File: src/dual_motor_encoder_pid_speed_top_assert.svh
// assertion macros for the motor speed controller
`ifndef DUAL_MOTOR_ENCODER_PID_SPEED_TOP_ASSERT_SVH
`define DUAL_MOTOR_ENCODER_PID_SPEED_TOP_ASSERT_SVH

// a condition implies another in the next cycle
`define DMP_ASSERT_NEXT(label, clk, rst_n, cond, nxt, msg) \
    label: assert property (@(posedge clk) disable iff (!rst_n) (cond) |=> (nxt)) \
        else $error(msg);

// a condition implies another in the same cycle
`define DMP_ASSERT_NOW(label, clk, rst_n, cond, now, msg) \
    label: assert property (@(posedge clk) disable iff (!rst_n) (cond) |-> (now)) \
        else $error(msg);

`endif

File: src/dmp_pkg.sv
`timescale 1ns / 1ps
// ----------------------------------------------------------------------------
// dmp_pkg
// shared types and constants of the two-motor speed controller
// ----------------------------------------------------------------------------
package dmp_pkg;

    localparam logic [1:0] CMD_EDGE   = 2'd0;
    localparam logic [1:0] CMD_UPDATE = 2'd1;
    localparam logic [1:0] CMD_PWM    = 2'd2;
    localparam logic [1:0] CMD_TARGET = 2'd3;

    localparam logic [2:0] REG_GAIN_P    = 3'd0;
    localparam logic [2:0] REG_GAIN_I    = 3'd1;
    localparam logic [2:0] REG_GAIN_D    = 3'd2;
    localparam logic [2:0] REG_MIN_INT   = 3'd3;
    localparam logic [2:0] REG_CPR       = 3'd4;
    localparam logic [2:0] REG_INT_LIMIT = 3'd5;
    localparam logic [2:0] REG_SLEW      = 3'd6;

    localparam int QDEPTH = 2;
    localparam logic [23:0] RPM_SCALE = 24'd15360000;

    typedef struct packed {
        logic [1:0]         cmd;
        logic               motor_id;
        logic               phase_b;
        logic [31:0]        now_ms;
        logic signed [15:0] pwm_value;
        logic signed [23:0] target_speed;
    } t_item;

    typedef struct packed {
        logic [7:0]         duty_left;
        logic               reverse_left;
        logic [7:0]         duty_right;
        logic               reverse_right;
        logic signed [23:0] speed_left;
        logic signed [23:0] speed_right;
        logic               speed_mode;
        logic               updated;
    } t_result;

    typedef struct packed {
        logic [15:0] gain_p;
        logic [15:0] gain_i;
        logic [15:0] gain_d;
        logic [9:0]  min_interval;
        logic [15:0] cpr;
        logic [7:0]  int_limit;
        logic [7:0]  slew;
        logic        clear_pid;
    } t_cfg;

endpackage

File: src/dmp_queue.sv
`timescale 1ns / 1ps
// ----------------------------------------------------------------------------
// dmp_queue
// front end: accepts items into a short fifo for the back end
// ----------------------------------------------------------------------------
module dmp_queue (
    input  logic           i_clk,
    input  logic           i_rst_n,
    input  logic           i_valid,
    output logic           o_ready,
    input  dmp_pkg::t_item i_item,
    output logic           o_valid,
    input  logic           i_ready,
    output dmp_pkg::t_item o_item
);
    dmp_pkg::t_item r_mem [dmp_pkg::QDEPTH];
    logic r_wp, r_rp;
    logic [1:0] r_cnt;
    logic push, pop;

    assign o_ready = r_cnt != 2'(dmp_pkg::QDEPTH);
    assign o_valid = r_cnt != 2'd0;
    assign o_item  = r_mem[r_rp];
    assign push = i_valid && o_ready;
    assign pop  = o_valid && i_ready;

    always_ff @(posedge i_clk) begin
        if (push) begin
            r_mem[r_wp] <= i_item;
        end
        if (!i_rst_n) begin
            r_wp <= 1'b0;
            r_rp <= 1'b0;
            r_cnt <= 2'd0;
        end else begin
            if (push) r_wp <= ~r_wp;
            if (pop) r_rp <= ~r_rp;
            r_cnt <= r_cnt + 2'(push) - 2'(pop);
        end
    end
endmodule

File: config.mk
export PLATFORM = sky130hd
export DESIGN_NAME = dmp_queue
export DESIGN_NICKNAME = d
export VERILOG_FILES = /design/src/dual_motor_encoder_pid_speed_top_assert.svh /design/src/dmp_pkg.sv /design/src/dmp_queue.sv
export SDC_FILE = /design/constraint.sdc
export NUM_CORES = 1
export LEC_CHECK = 0
export BUFFER_PORTS_ARGS = -buffer_cell sky130_fd_sc_hd__buf_2
export CORE_MARGIN = 1.5
export CORE_UTILIZATION = 50
export CTS_BUF_LIST = sky130_fd_sc_hd__clkbuf_8
export DETAILED_ROUTE_END_ITERATION = 16
export PLACE_DENSITY = 0.87
export SETUP_SLACK_MARGIN = 0.2
export SYNTH_ARGS = -nofsm -noshare
export SYNTH_HDL_FRONTEND = slang
export SYNTH_SLANG_ARGS = --single-unit
File: constraint.sdc
create_clock -name i_clk -period 5.72 [get_ports i_clk]
set_input_delay 0.858 -clock i_clk [delete_from_list [all_inputs] [get_ports i_clk]]
set_output_delay 0.858 -clock i_clk [all_outputs]
set_load 0.02 [all_outputs]
# Word level (Yosys, flattened, before mapping)
# Memory sizes are Yosys's and may differ from the RTL's. A register that Yosys moved wholly into a read port is not among the register bits.
# Cells that the tools add are included.
[op_classes]
n_addsub = 2
mux = 4
reduce_logical = 3
eq_ne = 1
bitwise_logic = 2
[ops]
columns = ["cell", "n"]
rows = [
  ["1-bit two-way mux", 4],
  ["2-bit by 1-bit adder with 2-bit output", 1],
  ["1-bit logical AND", 2],
  ["2-bit != test, second input constant", 1],
  ["1-bit NOT", 2],
  ["2-bit nonzero test", 1],
  ["2-bit by 1-bit subtractor with 2-bit output", 1],
]
[word_totals]
out_inout_bits = 78
mem_bits_rw = 152
reg_bits = 4
wordCells = 16
memories = 1
[mem_list]
columns = ["name", "depth", "word_bits", "rd", "rd_ports_with_merged_regs", "wr", "line_no", "text"]
rows = [
  ["r_mem", 2, 76, 1, 1, 1, "dmp_queue.sv:16", "dmp_pkg::t_item r_mem [dmp_pkg::QDEPTH];"],
]

# Longest topological paths before layout
[logic_depth]
depth_word = 4
mapped_depth = 8
depth_no_buf = 8

# Worst setup path after synthesis
# OpenSTA, ideal clock, no wires.
[synth_path]
kind = "input -> register"
startpoint = "input port i_valid"
endpoint = "memory r_mem[0][0] (netlist name) (enable)"
setup_ps = 511
stages = 2
setup_slack_ps = 1079
required_time_ps = 5209
arrival_time_ps = 4131
path_cell_list = "nand2_1 nor2_1"
[synth_between]
elab_chain_len = 3
[synth_lines]
columns = ["element", "line_no", "text"]
rows = [
  ["start: declaration", "dmp_queue.sv:9", "input logic i_valid,"],
  ["1-bit logical AND", "dmp_queue.sv:24", "assign push = i_valid && o_ready;"],
  ["1-bit two-way mux", "dmp_queue.sv:28", "if (push) begin"],
  ["1-bit two-way mux (not written as such)", "dmp_queue.sv:29", "r_mem[r_wp] <= i_item;"],
  ["end: declaration", "dmp_queue.sv:16", ""],
]
# No other way between the ends.

==> results_dict.tcl <==
set metrics [dict create \
    ys_ff_latch 157 \
    cp.arrival_ns 2.39 \
    grt_pass1_wl_um 14900 \
    crit_required_ns 4.86 \
    cp_max_fo 44 \
    synth.most_common_cell "edfxtp_1" \
    clk_pin_slew_ns 0.08 \
    slew_violations 0 \
    route.met3.wl_um 772 \
    drt_iter0_markers 113 \
    totalWireLength_um 9480 \
    insertion_delay_ns 0.42 \
    syn_avg_cell_area_um2 22.6 \
    seq_area_frac_synth 0.794 \
    dp.final_hpwl_um 6250 \
    crit_family "buffers and inverters" \
    avgViaCountPerCell 4.90 \
    netlist_top_cells_area "edfxtp_1, mux2_4, mux2_2" \
    ff2ff_setup_slack_ns 3.26 \
    yosys.area.top_type_share 0.777 \
    fin_skew_ns 0.00765 \
    synth_edf_count 152 \
    wl_met1_um 3830 \
    n_antenna_cell 0 \
    synth_cells 260 \
    post_cts_buffers 0 \
    grt_overflow_total 0 \
    cp-end-kind "output pin" \
    portBuffers 157 \
    die_area_um2 12400 \
    grt_max_degree 77 \
    die_y_um 111 \
    hold_violations 0 \
    drv_cap 0 \
    drive_gt1_frac 0.600 \
    place.gp.congestion 0.690 \
    synth_warnings 0 \
    seq_area_um2 4670 \
    yosysTopAreaCell "edfxtp_1" \
    ys_types 19 \
    cts_tree "yes" \
    place_inst 554 \
    holdWs_ns 0.540 \
    ioPinCount 158 \
    grt_pass1_vias 3069 \
    leakage_nw 2.74 \
    netlist_top_cells_count "edfxtp_1, mux2_4, mux2_2" \
    row_count 39 \
    area_growth_pct 21.3 \
    clock-sinks 157 \
    synthArstFlopShare 0 \
    power_density_nw_per_um2 428 \
    ir_drop_mv 0.308 \
    max_freq_ghz 0.308 \
    grt_antenna_before_repair 0 \
    final_area_um2 7120 \
    syn-cell-area_um2 5870 \
    core_um2 11400 \
    worstSetupStartpointType "flip-flop" \
    finalSetupTns_ns 0 \
    nFillCells 816 \
    setup_viol 0 \
    synth-main-ff-cell "edfxtp_1" \
    slowest_delay_ns 0.69 \
    cts_buffer_depth 2 \
    htree_levels 4 \
    cpMaxStageDelayCell "dfxtp_4" \
    instances_no_fill 586 \
    multi_input_area_um2 1150 \
    fin_crit_ns 3.25 \
    dieWidth_um 111 \
    grt_usage 0.157 \
    num_vias 2872 \
    drc 0 \
    worstMarginPinSlew_ns 1.04 \
    wl_per_cell_um 16.2 \
    postCtsHoldBufs 0 \
    fin_nets 512 \
    relSlewSlack 0.308 \
    fin_crit_sh 0.567 \
    worstPathCellList "buf_4 -> mux2_2 -> buf_2" \
    start_util 0.514 \
    syn_nets 342 \
    worst-path-buf-inv 2 \
    firstDrtPassIters 4 \
    p_total_mw 3.05 \
    drtAntennaViolNets 0 \
    top_layer_used "met4" \
    hp-class "flip-flop to flip-flop" \
    crit_type "flip-flop to output pin" \
    placed_cell_area_um2 6800 \
    rsz0062_at_grt "no" \
    met2_length_um 4790 \
    outcome "finished clean" \
    post_cts_resized 0 \
    cts_made_buffers 17 \
    cts_root_buf "clkbuf_8" \
]
cell usage in the layout, fill, tap and decap left out, drive strengths merged, types with 2 or more instances in the layout:
master      n
clkbuf     17
buf       159
dfxtp       5
clkinv      8
and2        2
edfxtp    152
inv         4
xnor2       3
nor2b       2
ha          2
mux2       76
nand2       2
clkinvlp    4
nand2b      2
cell families (layout without fill, tap and decap cells):
| group | after synthesis | in the layout | share of synthesized area |
|---|---|---|---|
| multiplexers | 77 | 77 | 0.173 |
| XOR/XNOR | 3 | 3 | 0.00448 |
| buffers and inverters | 9 | 192 | 0.0121 |
| AO/OA/AOI/OAI | 1 | 1 | 0.00128 |
| flip-flops | 157 | 157 | 0.794 |
| AND/OR/NAND/NOR | 11 | 11 | 0.0104 |
| adder cells (fa/ha/maj) | 2 | 2 | 0.00426 |
sequential cells by signal, indices dropped and copies added, names as in the netlist, named ones only:
register / count
r_cnt: 2
r_rp: 1
r_wp: 1
r_mem: 152
layout make-up:
type	instances	share of cell area
Sequential cell	157	0.656
Multi-Input combinational cell	94	0.161
Timing Repair Buffer	159	0.112
Clock buffer	17	0.0329
Tap cell	143	0.0251
Clock inverter	15	0.0121
Inverter	1	0.000527
metal layers:
layer  up-vias  global-route usage
li1       1361                   -
met1      1398               0.186
met2       106               0.263
met3         7              0.0686
met4         0              0.0481
met5         -                   0
path summary, 6_finish.rpt:
path | endpoint | cells past startpoint | startpoint
hold reg to reg | flip-flop | 2 | r_rp$_SDFFE_PN0P_
setup reg to reg | r_mem[0][56]$_DFFE_PP_ | 4 | r_cnt[0]$_SDFF_PN0_
hold / removal | flip-flop | 2 | r_rp$_SDFFE_PN0P_
setup / recovery | o_item[1] | 3 | flip-flop
metrics by stage:
stage | setup WS, ns | util
after floorplan | 1.08 | -
after global placement | 2.88 | 0.596
after detailed placement | 2.83 | 0.596
after CTS | 2.41 | 0.624
after global routing | 2.30 | 0.624
final | 2.47 | 0.624
power by group:
part / leakage (nW) / switching [mW] / internal (mW)
clock network: 0.166 / 0.378 / 0.289
registers: 1.46 / 0.0734 / 1.45
logic: 1.11 / 0.482 / 0.382
total: 2.74 / 0.934 / 2.12
tightest hold or removal path: cells and delay by family (launching register included):
family | cells | cell delay, ns
xor+xnor | 1 | 0.09
simple gates | 1 | 0.10
flops | 1 | 0.33
Power figures use the tool's default switching activity.
